==> config.mk <==
export PLATFORM = sky130hd
export DESIGN_NAME = console_line_assembler
export DESIGN_NICKNAME = d
export VERILOG_FILES = /design/src/design/cla_pkg.sv /design/src/design/console_line_assembler.sv /design/src/design/cla_ctrl.sv /design/src/design/cla_dp.sv
export SDC_FILE = /design/constraint.sdc
export NUM_CORES = 1
export LEC_CHECK = 0
export BUFFER_PORTS_ARGS = -buffer_cell sky130_fd_sc_hd__buf_2
export CAP_MARGIN = 10
export CELL_PAD_IN_SITES_DETAIL_PLACEMENT = 2
export CELL_PAD_IN_SITES_GLOBAL_PLACEMENT = 2
export CORE_ASPECT_RATIO = 0.6
export CORE_MARGIN = 8
export CORE_UTILIZATION = 43
export CTS_BUF_LIST = sky130_fd_sc_hd__clkbuf_8
export CTS_CLUSTER_DIAMETER = 150
export DETAILED_ROUTE_END_ITERATION = 12
export GPL_TIMING_DRIVEN = 0
export PLACE_DENSITY_LB_ADDON = 0.1
export SKIP_LAST_GASP = 1
export SYNTH_ARGS = -nofsm -noshare
export SYNTH_HDL_FRONTEND = slang
export SYNTH_SLANG_ARGS = --single-unit
export TNS_END_PERCENT = 20
==> constraint.sdc <==
create_clock -name clk -period 4 [get_ports clk]
set_clock_uncertainty 0.05 [all_clocks]
set_input_delay 0.4 -clock clk [delete_from_list [all_inputs] [get_ports clk]]
set_output_delay 0.4 -clock clk [all_outputs]
set_load 0.1 [all_outputs]
==> src/design/cla_pkg.sv <==
// ----------------------------------------------------------------------------
// cla_pkg: console line assembler shared definitions
// Command codes, status codes, character constants and the control and
// result structures passed between the controller and the datapath.
// ----------------------------------------------------------------------------
`default_nettype none

package cla_pkg;

  typedef enum logic [1:0] {
    FUNC_PUSH  = 2'd0,
    FUNC_FETCH = 2'd1,
    FUNC_CLEAR = 2'd2,
    FUNC_PEEK  = 2'd3
  } func_t;

  localparam logic [1:0] ST_OK    = 2'd0;
  localparam logic [1:0] ST_BUSY  = 2'd1;
  localparam logic [1:0] ST_ERROR = 2'd2;

  localparam logic [7:0] CH_BS    = 8'h08;
  localparam logic [7:0] CH_DEL   = 8'h7F;
  localparam logic [7:0] CH_CR    = 8'h0D;
  localparam logic [7:0] CH_LF    = 8'h0A;
  localparam logic [7:0] CH_FIRST = 8'd32;
  localparam logic [7:0] CH_LAST  = 8'd126;

  // Controller to datapath.
  typedef struct packed {
    logic accept;  // take the word on the input channel
    logic run;     // a line is being streamed out
    logic emit;    // load the next line character into the output register
  } cla_cmd_t;

  // Datapath to controller.
  typedef struct packed {
    logic out_free;      // output register can take a new word
    logic start_stream;  // the word on the input would stream characters
    logic last_char;     // the character at the read pointer is the final one
  } cla_sts_t;

  typedef struct packed {
    logic [1:0] status;
    logic       char_valid;
    logic [6:0] out_char;
    logic       last;
    logic [5:0] cur_length;
    logic       ready_flag;
    logic       overflow_flag;
  } out_word_t;

endpackage

`default_nettype wire

==> src/design/console_line_assembler.sv <==
// ----------------------------------------------------------------------------
// console_line_assembler: console input line assembler
// Collects received bytes into an editable line and streams it out on
// fetch or peek commands.
// ----------------------------------------------------------------------------
// Push, clear, and any fetch or peek that yields no characters return a
// single word. A fetch or peek that returns n characters is accepted and
// then delivers one character word per cycle while the output is taken;
// the next command is not accepted until the last character has been loaded
// into the output register, and the line store's read port is registered.
// A command is accepted only when the output register is empty or its word
// is taken in that same cycle, so a stalled output also stalls the input.
// ----------------------------------------------------------------------------
`default_nettype none

module console_line_assembler
  import cla_pkg::*;
#(
  parameter int DEPTH = 64
)(
  input  wire logic        clk,
  input  wire logic        rst_n,
  input  wire logic        in_tvalid,
  output logic             in_tready,
  input  wire logic [15:0] in_tdata,   // rx_byte[7:0], max_length[14:8], zero
  input  wire logic [1:0]  in_tuser,   // func[1:0]
  output logic             out_tvalid,
  input  wire logic        out_tready,
  output logic [23:0]      out_tdata,  // status[1:0], out_char[8:2],
                                       // cur_length[14:9], ready_flag[15],
                                       // overflow_flag[16], zero
  output logic             out_tuser,  // char_valid
  output logic             out_tlast   // last
);

  cla_cmd_t  cmd;
  cla_sts_t  sts;
  out_word_t out_word;

  cla_ctrl u_ctrl (
    .clk       (clk),
    .rst_n     (rst_n),
    .in_tvalid (in_tvalid),
    .in_tready (in_tready),
    .sts       (sts),
    .cmd       (cmd)
  );

  cla_dp #(
    .DEPTH (DEPTH)
  ) u_dp (
    .clk        (clk),
    .rst_n      (rst_n),
    .func       (in_tuser),
    .rx_byte    (in_tdata[7:0]),
    .max_length (in_tdata[14:8]),
    .out_tready (out_tready),
    .cmd        (cmd),
    .sts        (sts),
    .out_valid  (out_tvalid),
    .out_word   (out_word)
  );

  assign out_tdata = {7'd0, out_word.overflow_flag, out_word.ready_flag,
                      out_word.cur_length, out_word.out_char, out_word.status};
  assign out_tuser = out_word.char_valid;
  assign out_tlast = out_word.last;

endmodule

`default_nettype wire

==> src/design/cla_ctrl.sv <==
// ----------------------------------------------------------------------------
// cla_ctrl: console line assembler controller
// Accepts command words and sequences the read-out of a stored line, one
// character per cycle while the output side takes them.
// ----------------------------------------------------------------------------
`default_nettype none

module cla_ctrl
  import cla_pkg::*;
(
  input  wire logic     clk,
  input  wire logic     rst_n,
  input  wire logic     in_tvalid,
  output logic          in_tready,
  input  wire cla_sts_t sts,
  output cla_cmd_t      cmd
);

  typedef enum logic {
    S_IDLE,
    S_STREAM
  } state_t;

  state_t state_r;

  always_comb begin
    in_tready  = (state_r == S_IDLE) && sts.out_free;
    cmd.accept = in_tready && in_tvalid;
    cmd.run    = (state_r == S_STREAM);
    cmd.emit   = cmd.run && sts.out_free;
  end

  always_ff @(posedge clk) begin
    if (!rst_n) begin
      state_r <= S_IDLE;
    end else begin
      unique case (state_r)
        S_IDLE: begin
          if (cmd.accept && sts.start_stream) begin
            state_r <= S_STREAM;
          end
        end
        S_STREAM: begin
          if (cmd.emit && sts.last_char) begin
            state_r <= S_IDLE;
          end
        end
      endcase
    end
  end

endmodule

`default_nettype wire

==> src/design/cla_dp.sv <==
// ----------------------------------------------------------------------------
// cla_dp: console line assembler datapath
// Line store, length and flag registers, command decode, read pointer and
// the output register.
// ----------------------------------------------------------------------------
`default_nettype none

module cla_dp
  import cla_pkg::*;
#(
  parameter int DEPTH = 64
)(
  input  wire logic       clk,
  input  wire logic       rst_n,
  input  wire logic [1:0] func,
  input  wire logic [7:0] rx_byte,
  input  wire logic [6:0] max_length,
  input  wire logic       out_tready,
  input  wire cla_cmd_t   cmd,
  output cla_sts_t        sts,
  output logic            out_valid,
  output out_word_t       out_word
);

  localparam int LW = $clog2(DEPTH);

  logic [6:0] line_store [DEPTH];
  logic [6:0] rd_data_r;

  logic [LW-1:0] len_r, len_nxt;
  logic          rdy_r, rdy_nxt;
  logic          ovf_r, ovf_nxt;
  logic [LW-1:0] ptr_r, addr_sel;
  logic [LW-1:0] last_idx_r;
  logic          out_valid_r;
  out_word_t     out_word_r;

  logic          wr_en;
  logic [1:0]    acc_status;
  logic          streams;
  logic [LW-1:0] copy_n;
  logic          fill_single;

  // Decode the word on the input and the line state that follows it.
  always_comb begin
    len_nxt    = len_r;
    rdy_nxt    = rdy_r;
    ovf_nxt    = ovf_r;
    wr_en      = 1'b0;
    acc_status = ST_OK;
    streams    = 1'b0;
    copy_n     = len_r;
    if (7'(len_r) >= max_length) begin
      copy_n = LW'(max_length - 7'd1);
    end
    unique case (func_t'(func))
      FUNC_PUSH: begin
        if (!rdy_r) begin
          if (rx_byte == CH_CR || rx_byte == CH_LF) begin
            rdy_nxt = 1'b1;
          end else if (rx_byte == CH_BS || rx_byte == CH_DEL) begin
            if (len_r != '0) begin
              len_nxt = len_r - LW'(1);
            end
          end else if (rx_byte >= CH_FIRST && rx_byte <= CH_LAST) begin
            if (len_r >= LW'(DEPTH - 1)) begin
              ovf_nxt = 1'b1;
              rdy_nxt = 1'b1;
            end else begin
              wr_en   = 1'b1;
              len_nxt = len_r + LW'(1);
            end
          end
        end
      end
      FUNC_CLEAR: begin
        len_nxt = '0;
        rdy_nxt = 1'b0;
        ovf_nxt = 1'b0;
      end
      FUNC_FETCH, FUNC_PEEK: begin
        if (max_length == 7'd0) begin
          acc_status = ST_ERROR;
        end else if (func_t'(func) == FUNC_FETCH && !rdy_r) begin
          acc_status = ST_BUSY;
        end else begin
          streams = (copy_n != '0);
          if (func_t'(func) == FUNC_FETCH) begin
            len_nxt = '0;
            rdy_nxt = 1'b0;
            ovf_nxt = 1'b0;
          end
        end
      end
    endcase
  end

  assign sts.out_free     = !out_valid_r || out_tready;
  assign sts.start_stream = streams;
  assign sts.last_char    = (ptr_r == last_idx_r);

  assign fill_single = cmd.accept && !streams;

  // The read data register holds the entry at the read pointer; both load from the same selected address.
  always_comb begin
    addr_sel = '0;
    if (cmd.run) begin
      if (cmd.emit) begin
        addr_sel = sts.last_char ? '0 : ptr_r + LW'(1);
      end else begin
        addr_sel = ptr_r;
      end
    end
  end

  always_ff @(posedge clk) begin
    if (cmd.accept && wr_en) begin
      line_store[len_r] <= rx_byte[6:0];
    end
    rd_data_r <= line_store[addr_sel];
  end

  always_ff @(posedge clk) begin
    if (!rst_n) begin
      len_r       <= '0;
      rdy_r       <= 1'b0;
      ovf_r       <= 1'b0;
      ptr_r       <= '0;
      out_valid_r <= 1'b0;
    end else begin
      ptr_r <= addr_sel;
      if (cmd.accept) begin
        len_r <= len_nxt;
        rdy_r <= rdy_nxt;
        ovf_r <= ovf_nxt;
      end
      if (fill_single || cmd.emit) begin
        out_valid_r <= 1'b1;
      end else if (out_tready) begin
        out_valid_r <= 1'b0;
      end
    end
  end

  always_ff @(posedge clk) begin
    if (cmd.accept && streams) begin
      last_idx_r <= copy_n - LW'(1);
    end
    if (fill_single) begin
      out_word_r.status        <= acc_status;
      out_word_r.char_valid    <= 1'b0;
      out_word_r.out_char      <= '0;
      out_word_r.last          <= 1'b1;
      out_word_r.cur_length    <= 6'(len_nxt);
      out_word_r.ready_flag    <= rdy_nxt;
      out_word_r.overflow_flag <= ovf_nxt;
    end else if (cmd.emit) begin
      out_word_r.status        <= ST_OK;
      out_word_r.char_valid    <= 1'b1;
      out_word_r.out_char      <= rd_data_r;
      out_word_r.last          <= sts.last_char;
      out_word_r.cur_length    <= 6'(len_r);
      out_word_r.ready_flag    <= rdy_r;
      out_word_r.overflow_flag <= ovf_r;
    end
  end

  assign out_valid = out_valid_r;
  assign out_word  = out_word_r;

endmodule

`default_nettype wire
==> results by stage, run 1 <==
Global routing:
- Global routing consumed, over all layers together, 27.8% of the routing resources.
- The first global-routing pass estimated 108 mm of wire.
- The number of antenna violations at the first check in global routing is 2.
- The maximum number of pins on one net before global-route repair is 68.
- The total congestion overflow after global routing is 0.
- The via count of the first global-routing pass is 15100.

Yosys:
- A synthesized cell averages 14.3 um2.
- For this run, the register share of the synthesized area comes to 73.2%.
- The unique cell type count in the Yosys netlist is 70.
- The synthesized netlist occupies a cell area of 19900 um2.
- During synthesis, Yosys emitted a total of 0 warnings.
- Counting every instance in the synthesized netlist gives 1395.
- The register bit count reported by yosys is 496.
- The count of flip-flops with a built-in enable after synthesis is 464.
- After synthesis, the share of flip-flops with an asynchronous set or reset is 0%.
- Among all flip-flop cells after synthesis, the most frequent one is sky130_fd_sc_hd__edfxtp_1.

Die:
- The initial core utilization is 43.2%.
- From left edge to right edge, the die measures 294 um.
- The overall die area is 53600 um2.
- In this run the core area contains 61 standard-cell rows.
- The core outline area is 46000 um2.
- The vertical die dimension is 183 um.
- The number of top-level design ports is 50.

Clock network:
- The tree is rooted in a sky130_fd_sc_hd__clkbuf_8.
- The clock net sink count is 496.
- The register clock-pin slew on the reported worst setup and hold paths is 60 ps.
- The number of clock buffers added by TritonCTS is 76.
- The number of buffers on the longest clock path is 3.
- The clock tree from TritonCTS is done.
- The clock tree synthesis step divided the H-tree into 3 levels.
- At the later pin of the worst-skew pair, clock insertion delay measures 660 ps.

Power:
- The total power is 0.0108 W.
- The leakage component of the power is 7.61 nW.
- The maximum ir drop on the vdd rail is 0.239 mV.
- The power per cell area is 454 nW/um2.

Worst setup path:
- The signal on the critical path passes through buf_2, buf_12, or3b_2, o21ai_0, a211o_1, clkbuf_1, nor4_1, nand3_1, nor2_1.
- The startpoint-to-endpoint class of the critical path is in2reg.
- On the critical path, the stage with the largest delay is an instance of sky130_fd_sc_hd__nor2_1.
- The delay of the slowest critical-path stage is 910 ps.
- The sort of element at the end of the critical path is a register.
- Of all nets on the critical path, the largest fanout is 44.
- Counting both buffers and inverters, the worst setup path holds a total of 3.
- The arrival time at the worst endpoint is 4470 ps.
- For flop-to-flop paths, the worst setup slack is -250 ps.
- The family with the most delay on the worst path is simple AND/OR/NAND/NOR gates.
- Data on the critical path is required at its endpoint by 4220 ps.
- The worst setup path is launched from an input pin.

Placed design:
- Routability-driven placement finished with a final weighted congestion of 0.882.
- Including well taps, the total number of placed cells is 2083.
- The pre-CTS setup slack is -2440 ps.
- Buffers placed on the I/O ports in this run total 40.
- The placed wire-length estimate after detailed placement is 50.4 mm.
- In this run the cell area measured after placement is 21100 um2.

Route:
- The final wirelength is 76.4 mm.
- The first detailed-routing pass took 6 iterations.
- In the final routing, the length of wire on met1 measures 33.7 mm.
- The detailed-routed wire length on met2 is 33.3 mm.
- Dividing the detail-routed via count by the number of cells gives 6.41.
- The uppermost layer routed is met5.
- The number of remaining DRC errors is 0.
- The detail route stage leaves a number of antenna-violating nets equal to 0.
- The routed length on met3 is 7.33 mm.
- The first routing iteration left 1864 violations.
- The total vias in the final route is 14500.
- After detailed routing, the average wire length per cell comes to 33.7 um.

STA:
- The final critical delay including setup and external delays is 4260 ps.
- The final critical-path setup slack is -256 ps.
- Setup repair after global routing could not meet its margin everywhere.
- After layout, the worst path uses 106% of the clock period.
- At the pin with the least slew margin, the transition time is 1380 ps.
- The worst slew slack as a fraction of its limit is 6.62%.
- Setup violations remaining at the end of the flow were counted as 176.
- For this run, the top clock speed supported by timing is 235 MHz.
- The final number of max-transition violations is 0.
- The number of hold violations in the final report is 0.

Worst hold path:
- The class of the tightest hold or removal check is in2reg.

Final layout:
- The count of cells in the finished layout, fillers not included, comes to 2266.
- The utilization after layout is 51.6%.
- The count of filler cells inserted in the layout is 4322.
- After the last flow step, the layout net total stands at 1612.
- The post-route standard cell area excluding fillers is 23800 um2.
- The post-route netlist has 22.0% of its cells at a drive strength greater than 1.
- The area added between synthesis and finish is 19.4%.

Run status:
- The flow ran to the end, but the final reports show violations.
- The final reports fail on setup timing.

Flow run:
- Max-cap violations in this run came to 0.
[stage by stage]
| step | setup TNS [ps] | hold WS (ps) |
|---|---|---|
| 2_1_floorplan | -5800 | 367 |
| 3_3_place_gp | -786300 | 377 |
| 3_5_place_dp | -804010 | 381 |
| 4_1_cts | -4360 | 116 |
| 5_1_grt | -50290 | 191 |
| 6_report | -15760 | 215 |
[worst register-to-register path: stages (launching register included)]
cell	delay [ps]
sky130_fd_sc_hd__dfxtp_1	510
sky130_fd_sc_hd__ha_1	370
sky130_fd_sc_hd__nand2b_1	120
sky130_fd_sc_hd__mux2_2	280
sky130_fd_sc_hd__a211o_1	140
sky130_fd_sc_hd__clkbuf_1	390
sky130_fd_sc_hd__clkbuf_1	810
sky130_fd_sc_hd__o22ai_1	150
sky130_fd_sc_hd__o21ai_0	260
sky130_fd_sc_hd__o311ai_1	340
sky130_fd_sc_hd__o311ai_1	660
[cells by family after synthesis]
| family | Yosys count | share of synthesized area, % |
|---|---|---|
| xor+xnor | 21 | 0.962 |
| fa+ha+maj | 12 | 0.755 |
| buf+inv | 111 | 2.37 |
| mux | 20 | 1.06 |
| compound gates | 387 | 13.0 |
| flops | 496 | 73.2 |
| other cells | 1 | 0.0188 |
| simple gates | 347 | 8.60 |
[cells in the mapped netlist (all sizes together), types with 8 or more instances]
library cell  number  share of area (%)
nand3             14               0.35
dfxtp             32                3.2
o2bb2ai           13               0.57
ha                12               0.75
nand4              8               0.25
o31ai             11               0.42
buf               32               0.88
a211oi             8               0.30
nand2             71                1.3
o221ai            34                1.5
a21oi             37               0.93
o211ai            12               0.45
nor2             128                2.4
o22ai            162                5.1
inv               16               0.30
clkbuf            61                1.2
nor3              36                1.1
edfxtp           464                 70
o311ai            13               0.57
mux2               8               0.45
o21ai             54                1.4
a211o             10               0.44
mux2i             12               0.60
or2                9               0.28
xnor2             15               0.66
nor4              35                1.1
[sequential cells by signal, summed over array words and instances (netlist names), 6 cells and up]
| register | count |
|---|---|
| u_dp.last_idx_r | 6 |
| u_dp.ptr_r | 6 |
| u_dp.rd_data_r | 7 |
| u_dp.line_store | 448 |
| u_dp.out_word | 19 |
| u_dp.len_r | 6 |
[final timing paths]
kind,endpoint,start,depth (start not counted)
worst min-delay path,u_dp.ovf_r$_SDFFE_PN0P_,in_tuser[1],4
worst min register to register,u_dp.out_word[15]$_SDFFE_PP0P_,u_dp.rd_data_r[6]$_DFF_P_,2
worst max-delay path,u_dp.line_store[21][4]$_DFFE_PP_,in_tdata[0],9
worst max register to register,u_dp.rd_data_r[4]$_DFF_P_,u_dp.ptr_r[1]$_SDFF_PN0_,10
[metal layers]
metal,up-vias,track usage (%)
li1,5969,-
met5,-,0
met4,2,8.36
met3,147,6.66
met1,7628,40.8
met2,786,40.6
[power by group]
group          internal, W  switching (W)
clock              0.00191        0.00214
sequential         0.00571      0.0000261
combinational     0.000220       0.000775
total              0.00785        0.00294
[final cells by class]
class | count | area, um2 | share of cell area, %
repair buffers | 101 | 1010 | 4.26
multi-input cells | 794 | 5480 | 23.1
diodes | 1 | 2.50 | 0.0105
flip-flops and latches | 496 | 14600 | 61.4
clock buffers | 79 | 1090 | 4.58
clock inverters | 56 | 284 | 1.20
well taps | 630 | 788 | 3.32
inverters | 18 | 80.1 | 0.337
plain buffers | 91 | 438 | 1.84
[placed cells by master, fill, tap and decap left out, types with 8 or more instances in the layout]
cell / count
sky130_fd_sc_hd__dfxtp_1: 29
sky130_fd_sc_hd__buf_6: 8
sky130_fd_sc_hd__ha_1: 11
sky130_fd_sc_hd__o211ai_1: 12
sky130_fd_sc_hd__inv_1: 44
sky130_fd_sc_hd__mux2i_1: 12
sky130_fd_sc_hd__o31ai_1: 10
sky130_fd_sc_hd__o221ai_1: 34
sky130_fd_sc_hd__buf_4: 36
sky130_fd_sc_hd__o22ai_1: 162
sky130_fd_sc_hd__nand4_1: 8
sky130_fd_sc_hd__o21ai_0: 50
sky130_fd_sc_hd__nor3_1: 29
sky130_fd_sc_hd__nor4_1: 19
sky130_fd_sc_hd__clkbuf_1: 45
sky130_fd_sc_hd__clkinv_1: 15
sky130_fd_sc_hd__nor2_2: 15
sky130_fd_sc_hd__a211o_1: 10
sky130_fd_sc_hd__clkbuf_2: 18
sky130_fd_sc_hd__clkbuf_8: 79
sky130_fd_sc_hd__xnor2_1: 15
sky130_fd_sc_hd__nand2_1: 70
sky130_fd_sc_hd__o311ai_1: 8
sky130_fd_sc_hd__a211oi_1: 8
sky130_fd_sc_hd__nor4_2: 13
sky130_fd_sc_hd__mux2_2: 8
sky130_fd_sc_hd__buf_2: 50
sky130_fd_sc_hd__a21oi_1: 33
sky130_fd_sc_hd__nand3_1: 9
sky130_fd_sc_hd__buf_12: 26
sky130_fd_sc_hd__edfxtp_1: 464
sky130_fd_sc_hd__o2bb2ai_1: 13
sky130_fd_sc_hd__or2_2: 8
sky130_fd_sc_hd__nor2_4: 40
sky130_fd_sc_hd__nor2_1: 73
[timing repair]
item                                    CTS  global route
endpoints found under the setup margin  491           453
buffers inserted                         34            12
gates resized for setup                 143            39
hold buffers                              1             0
hold endpoints to repair                  2             0
pin swaps                                27            14
Power figures use the tool's default switching activity.
==> run 2: changes to the inputs <==
--- a/config.mk
+++ b/config.mk
@@ -11,7 +11,7 @@
 export CELL_PAD_IN_SITES_GLOBAL_PLACEMENT = 2
 export CORE_ASPECT_RATIO = 0.6
 export CORE_MARGIN = 8
-export CORE_UTILIZATION = 43
+export CORE_UTILIZATION = 42
 export CTS_BUF_LIST = sky130_fd_sc_hd__clkbuf_8
 export CTS_CLUSTER_DIAMETER = 150
 export DETAILED_ROUTE_END_ITERATION = 12
@@ -20,5 +20,6 @@
 export SKIP_LAST_GASP = 1
 export SYNTH_ARGS = -nofsm -noshare
 export SYNTH_HDL_FRONTEND = slang
+export SYNTH_HIERARCHICAL = 1
 export SYNTH_SLANG_ARGS = --single-unit
 export TNS_END_PERCENT = 20
==> run 2 against run 1 <==
Compared with the run above: the run still ends with setup timing left; utilization down 3.1 points; count of clock-buffer cells in the layout up 1; sequential share of layout area up 1.2 points; register-to-register slack better by 210 ps; routed wire length down 0.97%; clock power about the same; area after synthesis up 3.0%; worst hold slack worse by 170 ps; final cell count up 2.7%; critical endpoint is now u_dp/line_store[48][5]$_DFFE_PP_.
==> results by stage, run 2 <==
Run status:
- Status: finished, violations left (unchanged).
- Failing checks: setup timing (unchanged).

STA:
- The maximum achievable frequency came to 244 MHz (was 235 MHz).
- The final cycle utilization of the critical path is 103% (was 106%).
- The number of hold violations in the final report is 0 (unchanged).
- The final critical delay including setup and external delays is 4110 ps (was 4260 ps).
- The accumulated negative setup slack is -4400 ps (was -15760 ps).
- The final critical-path setup slack is -105 ps (was -256 ps).
- The slew at the pin closest to its max-slew limit is 1360 ps (was 1380 ps).
- The final number of max-transition violations came to 0 (unchanged).
- The worst slew slack as a fraction of its limit came to 9.56% (was 6.62%).
- The number of setup violations in the final report is 112 (was 176).
- The hold slack was 42.5 ps (was 215 ps).
- RSZ-0062 raised after global routing: yes (unchanged).

Yosys:
- The share of synthesized area occupied by flip-flops and latches was 71.1% (was 73.2%).
- The cell count after synthesis is 1487 (was 1395).
- The most frequent cell after synthesis is sky130_fd_sc_hd__edfxtp_1 (unchanged).
- The register bit count reported by yosys came to 496 (unchanged).
- The count of flip-flops with a built-in enable after synthesis is 464 (unchanged).
- The leading area contributor after synthesis is sky130_fd_sc_hd__edfxtp_1 (unchanged).
- The Yosys warning count is 6 (was 0).
- The post-synthesis instance area is 20500 um2 (was 19900 um2).
- The prevailing post-synth register cell is sky130_fd_sc_hd__edfxtp_1 (unchanged).
- The average size of a mapped cell is 13.8 um2 (was 14.3 um2).
- The unique cell type count in the Yosys netlist came to 70 (unchanged).
- The share of async-settable or async-resettable flops after synthesis was 0% (unchanged).
- The area fraction of the dominant cell type after synthesis is 68.0% (was 70.0%).
- Top cells by count, synth: sky130_fd_sc_hd__edfxtp_1, sky130_fd_sc_hd__nand2_1, sky130_fd_sc_hd__nor2_1 (was sky130_fd_sc_hd__edfxtp_1, sky130_fd_sc_hd__o22ai_1, sky130_fd_sc_hd__nor2_1).
- Area contributors post-synth: sky130_fd_sc_hd__edfxtp_1, sky130_fd_sc_hd__nand2_1, sky130_fd_sc_hd__o221ai_1 (was sky130_fd_sc_hd__edfxtp_1, sky130_fd_sc_hd__o22ai_1, sky130_fd_sc_hd__dfxtp_1).

Global routing:
- The global-route wire length before repair was 108 mm (about the same).
- The met2 layer usage reported by global route came to 36.6% (was 40.6%).
- The number of antenna violations at the first check in global routing is 4 (was 2).
- The total congestion overflow after global routing was 0 (unchanged).
- The busiest layer in global routing is met1 (unchanged).
- The met1 track utilization from global routing is 39.3% (was 40.8%).
- The maximum number of pins on one net before global-route repair is 67 (was 68).
- The via count of the first global-routing pass was 15000 (was 15100).
- The overall fraction of global-route tracks in use is 26.2% (was 27.8%).
- The met3 track utilization from global routing is 7.25% (was 6.66%).

Route:
- The final wirelength was 75.6 mm (was 76.4 mm).
- The post-detailed-route wirelength per cell is 32.5 um (was 33.7 um).
- The detailed-routing iteration count for the pre-antenna-repair pass was 5 (was 6).
- The number of remaining DRC errors is 0 (unchanged).
- The per-cell via count in the routed design was 6.27 (was 6.41).
- The total vias in the final route came to 14600 (was 14500).
- The starting DRC count in detailed routing is 1630 (was 1864).
- The count of nets left with antenna violations after detail routing is 0 (unchanged).

Final layout:
- The number of flip-flops under the largest register name came to 448 (unchanged).
- The count of filler cells inserted in the layout is 4643 (was 4322).
- The area added between synthesis and finish is 13.7% (was 19.4%).
- Commonest cells after routing, fill and taps aside: sky130_fd_sc_hd__edfxtp_1, sky130_fd_sc_hd__nand2_1, sky130_fd_sc_hd__nor2_1, sky130_fd_sc_hd__clkbuf_8, sky130_fd_sc_hd__o221ai_1 (was sky130_fd_sc_hd__edfxtp_1, sky130_fd_sc_hd__o22ai_1, sky130_fd_sc_hd__clkbuf_8, sky130_fd_sc_hd__nor2_1, sky130_fd_sc_hd__nand2_1).
- The number of nets in the layout is 1659 (was 1612).
- The register ranked first by flip-flop count is u_dp/line_store (was u_dp.line_store).
- The most common cell after layout, fill and taps aside was sky130_fd_sc_hd__edfxtp_1 (unchanged).
- The proportion of layout cells with a drive suffix above 1 was 16.1% (was 22.0%).

Worst setup path:
- The sort of element at the end of the critical path is a register (unchanged).
- The most numerous cell type found on the critical path is sky130_fd_sc_hd__nor2_1.
- The worst endpoint required time is 4220 ps (about the same).
- The launching element type of the critical path was an input pin (unchanged).
- The arrival time at the worst endpoint is 4320 ps (was 4470 ps).
- The delay of the slowest critical-path stage came to 940 ps (was 910 ps).
- Cells along the critical path: buf_2, buf_12, or3b_2, o21ai_0, a31oi_1, and2_1, nand3_1, nor2_1, nand2_1, nor2_1 (was buf_2, buf_12, or3b_2, o21ai_0, a211o_1, clkbuf_1, nor4_1, nand3_1, nor2_1).
- The top fanout value on the critical path is 36 (was 44).
- The worst-path cell with the longest stage delay is sky130_fd_sc_hd__nor2_1 (unchanged).
- The startpoint-to-endpoint class of the critical path is in2reg (unchanged).

Die:
- The die boundary width is 301 um (was 294 um).
- The initial core utilization is 42.7% (was 43.2%).
- The number of rows created at floorplan is 62 (was 61).
- The overall die area is 56300 um2 (was 53600 um2).
- The vertical die dimension came to 187 um (was 183 um).
- The number of top-level design ports is 50 (unchanged).
- The core outline area is 48000 um2 (was 46000 um2).

Placed design:
- The final estimated routing congestion in global placement is 0.915 (was 0.882).
- The placed wire-length estimate after detailed placement is 52.8 mm (was 50.4 mm).
- The number of port buffers is 41 (was 40).
- The pre-CTS setup slack was -1290 ps (was -2440 ps).

Worst hold path:
- The class of the tightest hold or removal check is in2reg (unchanged).

Power:
- The leakage component of the power came to 7.96 nW (was 7.61 nW).
- The total power was 0.0107 W (was 0.0108 W).
- The maximum ir drop on the vdd rail is 0.296 mV (was 0.239 mV).
- The power per cell area is 460 nW/um2 (was 454 nW/um2).

Clock network:
- The clock net sink count came to 496 (unchanged).
- The clock tree root buffer cell is sky130_fd_sc_hd__clkbuf_8 (unchanged).
- The number of buffers on the longest clock path came to 3 (unchanged).
- The clock buffer count from CTS is 76 (unchanged).
- The clock tree from TritonCTS was done (unchanged).
- The CTS H-tree depth came to 3 (unchanged).
- The source-to-sink clock delay at the later pin of the worst-skew pair is 650 ps (was 660 ps).
- The register clock-pin slew on the reported worst setup and hold paths is 70 ps (was 60 ps).
- The cts-stage hold buffer count is 0 (was 1).

Flow run:
- The number of violations of the max-capacitance limit is 0 (unchanged).
-- run 2: repair_timing --
item	CTS	global route
setup endpoints to repair	287	411
pin swaps	1	2
setup buffers	1	5
resized for setup	51	29
-- run 2: layout make-up --
| class | instances | area, um2 | area share [%] |
|---|---|---|---|
| diodes | 2 | 5.00 | 0.0215 |
| plain buffers | 98 | 517 | 2.22 |
| clock buffers | 80 | 1100 | 4.73 |
| clock inverters | 58 | 279 | 1.20 |
| inverters | 21 | 82.6 | 0.354 |
| multi-input cells | 878 | 5560 | 23.8 |
| flip-flops and latches | 496 | 14600 | 62.6 |
| well taps | 640 | 801 | 3.44 |
| repair buffers | 54 | 384 | 1.65 |
-- run 2: stage by stage --
stage          cell area, um2  utilization [%]  cells
4_1_cts                 23200             48.3   2320
3_3_place_gp            21500             44.8   2174
5_1_grt                 23300             48.5   2325
2_1_floorplan           20500                -   1493
6_report                23300             48.5   2327
3_5_place_dp            21700             45.1   2181
-- run 2: routing by layer --
layer | vias up | routed length, um
met5 | - | 0
li1 | 6057 | -
met2 | 748 | 31600
met1 | 7646 | 34200
met3 | 138 | 7930
met4 | 0 | 1880
-- run 2: path summary, 6_finish.rpt --
kind	from	endpoint	cells after the start	slack [ps]
hold reg to reg	u_dp/rd_data_r[6]$_DFF_P_	u_dp/out_word[15]$_SDFFE_PP0P_	2	430
setup reg to reg	u_dp/len_r[4]$_SDFFE_PN0P_	u_dp/out_word[5]$_DFFE_PP_	13	-40
setup / recovery	in_tdata[0]	u_dp/line_store[48][5]$_DFFE_PP_	10	-110
hold / removal	in_tuser[1]	u_dp/out_word[17]$_DFFE_PP_	2	40
-- run 2: logic make-up after synthesis --
kind of cell | share of synthesized area [%]
flops | 71.1
mux | 2.67
fa+ha+maj | 0.733
other cells | 0.0183
xor+xnor | 0.916
simple gates | 9.91
compound gates | 11.9
buf+inv | 2.71
-- run 2: power by group --
group          switching, W  internal, W  leakage (nW)  total (W)
Clock               0.00209      0.00193         0.801    0.00402
Combinational      0.000756     0.000194          2.71   0.000950
Sequential        0.0000296      0.00572          4.44    0.00575
-- run 2: worst max-delay path, delay by kind of cell --
kind                   cells  cell delay (ps)
AOI/OAI and AO/OA          2              560
buffers and inverters      2              820
and+or+nand+nor            6             2470
==> run 3: changes to the inputs <==
--- a/config.mk
+++ b/config.mk
@@ -7,16 +7,14 @@
 export LEC_CHECK = 0
 export BUFFER_PORTS_ARGS = -buffer_cell sky130_fd_sc_hd__buf_2
 export CAP_MARGIN = 10
-export CELL_PAD_IN_SITES_DETAIL_PLACEMENT = 2
-export CELL_PAD_IN_SITES_GLOBAL_PLACEMENT = 2
 export CORE_ASPECT_RATIO = 0.6
 export CORE_MARGIN = 8
-export CORE_UTILIZATION = 42
+export CORE_UTILIZATION = 54
 export CTS_BUF_LIST = sky130_fd_sc_hd__clkbuf_8
 export CTS_CLUSTER_DIAMETER = 150
 export DETAILED_ROUTE_END_ITERATION = 12
 export GPL_TIMING_DRIVEN = 0
-export PLACE_DENSITY_LB_ADDON = 0.1
+export PLACE_DENSITY = 0.73
 export SKIP_LAST_GASP = 1
 export SYNTH_ARGS = -nofsm -noshare
 export SYNTH_HDL_FRONTEND = slang
==> run 3 against run 2 <==
Compared with the run above: the run ends with slew limit, setup timing left; via count down 1.9%; flip-flop and latch count unchanged; final area down 1.9%; final cell count down 6.4%; first-iteration DRC count up 48%.
==> results by stage, run 3 (synthesis results as in run 2) <==
Die:
- The core outline area is 37600 um2 (was 48000 um2).
- The initial core utilization came to 54.5% (was 42.7%).
- The die boundary width is 267 um (was 301 um).
- The overall die area is 44600 um2 (was 56300 um2).
- The number of top-level design ports is 50 (unchanged).
- The vertical die dimension came to 167 um (was 187 um).
- The number of rows created at floorplan came to 55 (was 62).

STA:
- The maximum achievable frequency is 239 MHz (was 244 MHz).
- The number of setup violations in the final report was 2 (was 112).
- The slew at the pin closest to its max-slew limit was 1550 ps (was 1360 ps).
- The final number of max-transition violations is 7 (was 0).
- The final critical delay including setup and external delays is 4190 ps (was 4110 ps).
- The number of hold violations in the final report is 0 (unchanged).
- The final critical-path setup slack was -191 ps (was -105 ps).
- The final cycle utilization of the critical path was 105% (was 103%).
- RSZ-0062 raised after global routing: yes (unchanged).
- The worst slew slack as a fraction of its limit came to -3.01% (was 9.56%).

Worst setup path:
- The startpoint-to-endpoint class of the critical path is reg2reg (was in2reg).
- The top fanout value on the critical path is 10 (was 36).
- The worst endpoint required time is 4410 ps (was 4220 ps).
- The arrival time at the worst endpoint is 4600 ps (was 4320 ps).
- The sort of element at the end of the critical path is a register (unchanged).
- The launching element type of the critical path was a register (was input pin).

Global routing:
- The number of antenna violations at the first check in global routing came to 0 (was 4).
- The via count of the first global-routing pass is 13500 (was 15000).
- The maximum number of pins on one net before global-route repair is 72 (was 67).
- The global-route wire length before repair was 88.5 mm (was 108 mm).
- The total congestion overflow after global routing was 0 (unchanged).
- The overall fraction of global-route tracks in use is 27.0% (was 26.2%).

Final layout:
- The number of nets in the layout is 1648 (was 1659).
- The count of filler cells inserted in the layout is 2950 (was 4643).
- The proportion of layout cells with a drive suffix above 1 came to 13.5% (was 16.1%).
- The number of flip-flops under the largest register name is 448 (unchanged).
- The utilization after layout is 60.8% (was 48.5%).
- Commonest cells after routing, fill and taps aside: sky130_fd_sc_hd__edfxtp_1, sky130_fd_sc_hd__nand2_1, sky130_fd_sc_hd__nor2_1, sky130_fd_sc_hd__o221ai_1, sky130_fd_sc_hd__clkbuf_8 (was sky130_fd_sc_hd__edfxtp_1, sky130_fd_sc_hd__nand2_1, sky130_fd_sc_hd__nor2_1, sky130_fd_sc_hd__clkbuf_8, sky130_fd_sc_hd__o221ai_1).
- The area added between synthesis and finish came to 11.5% (was 13.7%).
- The total inserted antenna cells is 0 (was 2).
- The most common cell after layout, fill and taps aside is sky130_fd_sc_hd__edfxtp_1 (unchanged).
- The number of standard cells in the layout, taps in and fillers out is 2179 (was 2327).
- The register ranked first by flip-flop count is u_dp/line_store (unchanged).

Run status:
- Failing checks: slew limit, setup timing (was setup timing).
- Status: finished, violations left (unchanged).

Route:
- The count of nets left with antenna violations after detail routing is 0 (unchanged).
- The post-detailed-route wirelength per cell is 28.0 um (was 32.5 um).
- The detailed-routing iteration count for the pre-antenna-repair pass is 9 (was 5).
- The starting DRC count in detailed routing was 2407 (was 1630).
- The per-cell via count in the routed design is 6.57 (was 6.27).
- The total vias in the final route is 14300 (was 14600).
- The number of remaining DRC errors is 0 (unchanged).
- The final wirelength is 61.0 mm (was 75.6 mm).

Clock network:
- The CTS H-tree depth is 3 (unchanged).
- The source-to-sink clock delay at the later pin of the worst-skew pair was 630 ps (was 650 ps).
- The clock tree from TritonCTS is done (unchanged).
- The register clock-pin slew on the reported worst setup and hold paths is 60 ps (was 70 ps).
- The clock net sink count was 496 (unchanged).
- The clock tree root buffer cell was sky130_fd_sc_hd__clkbuf_8 (unchanged).
- The number of buffers on the longest clock path is 3 (unchanged).
- The clock buffer count from CTS was 70 (was 76).

Worst hold path:
- The class of the tightest hold or removal check was in2reg (unchanged).

Power:
- The leakage component of the power is 7.83 nW (was 7.96 nW).
- The maximum ir drop on the vdd rail is 0.304 mV (was 0.296 mV).
- The power per cell area came to 453 nW/um2 (was 460 nW/um2).

Flow run:
- The number of violations of the max-capacitance limit is 0 (unchanged).

Placed design:
- The total placed cells including tap cells is 2048 (was 2181).
- The number of port buffers is 41 (unchanged).
- The placed wire-length estimate after detailed placement is 41.5 mm (was 52.8 mm).
- The pre-CTS setup slack is -744 ps (was -1290 ps).
- The final estimated routing congestion in global placement is 0.970 (was 0.915).
[run 3: cell types whose count changed in the layout (fill, tap and decap cells not counted), moves of 4 or more]
| cell | previous run | this run |
|---|---|---|
| sky130_fd_sc_hd__buf_4 | 25 | 19 |
| sky130_fd_sc_hd__clkbuf_1 | 30 | 36 |
| sky130_fd_sc_hd__clkbuf_2 | 17 | 11 |
| sky130_fd_sc_hd__clkbuf_8 | 80 | 72 |
| sky130_fd_sc_hd__nor2_1 | 102 | 116 |
| sky130_fd_sc_hd__nor2_2 | 16 | 4 |
| sky130_fd_sc_hd__nor4b_1 | 3 | 8 |
| sky130_fd_sc_hd__nor4b_2 | 5 | 0 |
| sky130_fd_sc_hd__o21ai_0 | 20 | 24 |
[run 3: routing by layer]
layer / up-vias / global-route usage [%] / wire [um]
li1: 6025 / - / -
met1: 7083 / 39.6 / 24700
met2: 1068 / 34.9 / 23900
met3: 128 / 13.3 / 10800
met4: 4 / 6.69 / 1420
met5: - / 2.02 / 112
[run 3: final timing paths]
check | start | to | slack (ps) | depth (start not counted)
max | u_dp/out_valid$_SDFFE_PN0P_ | u_dp/rd_data_r[4]$_DFF_P_ | -190 | 11
min | in_tuser[1] | u_dp/out_word[17]$_DFFE_PP_ | 80 | 2
max reg2reg | u_dp/out_valid$_SDFFE_PN0P_ | u_dp/rd_data_r[4]$_DFF_P_ | -190 | 11
min reg2reg | u_dp/rd_data_r[1]$_DFF_P_ | u_dp/out_word[10]$_SDFFE_PP0P_ | 420 | 2
[run 3: area by class of cell]
type	instances	area, um2	area share [%]
flip-flops and latches	496	14600	63.8
multi-input cells	878	5460	23.9
clock buffers	72	991	4.34
well taps	513	642	2.81
plain buffers	97	489	2.14
repair buffers	50	353	1.54
clock inverters	52	265	1.16
inverters	21	78.8	0.345
[run 3: through the flow]
step           hold WS (ps)  area (um2)  power (W)  setup TNS (ps)
6_report               79.6       22900     0.0104            -204
5_1_grt                79.7       22900     0.0106           -46.0
4_1_cts                38.1       22700     0.0103           -1140
3_5_place_dp            407       21400    0.00673         -252240
3_3_place_gp            392       21400    0.00671         -258020
2_1_floorplan           390       20500    0.00643               0
[run 3: worst max-delay path, stage by stage, from the launching register on]
cell                       delay [ps]
sky130_fd_sc_hd__dfxtp_1          330
sky130_fd_sc_hd__nand2b_1         130
sky130_fd_sc_hd__and2_1           200
sky130_fd_sc_hd__buf_4            200
sky130_fd_sc_hd__xnor2_4          670
sky130_fd_sc_hd__buf_2            430
sky130_fd_sc_hd__mux2i_1          520
sky130_fd_sc_hd__o21ai_0          190
sky130_fd_sc_hd__a21oi_1          180
sky130_fd_sc_hd__a221oi_1          90
sky130_fd_sc_hd__a211oi_1         830
sky130_fd_sc_hd__a311oi_1         160
[run 3: power by group]
part | internal (W) | switching [W] | total, W
Sequential | 0.00572 | 0.0000273 | 0.00575
Clock | 0.00176 | 0.00192 | 0.00368
Combinational | 0.000193 | 0.000732 | 0.000926
[run 3: repair_timing]
item                                    CTS  global route
resized for setup                        12            26
hold buffers                              1             0
pin swaps                                 0             0
endpoints found under the hold margin     1             0
setup buffers                             0             2
endpoints found under the setup margin   77           304
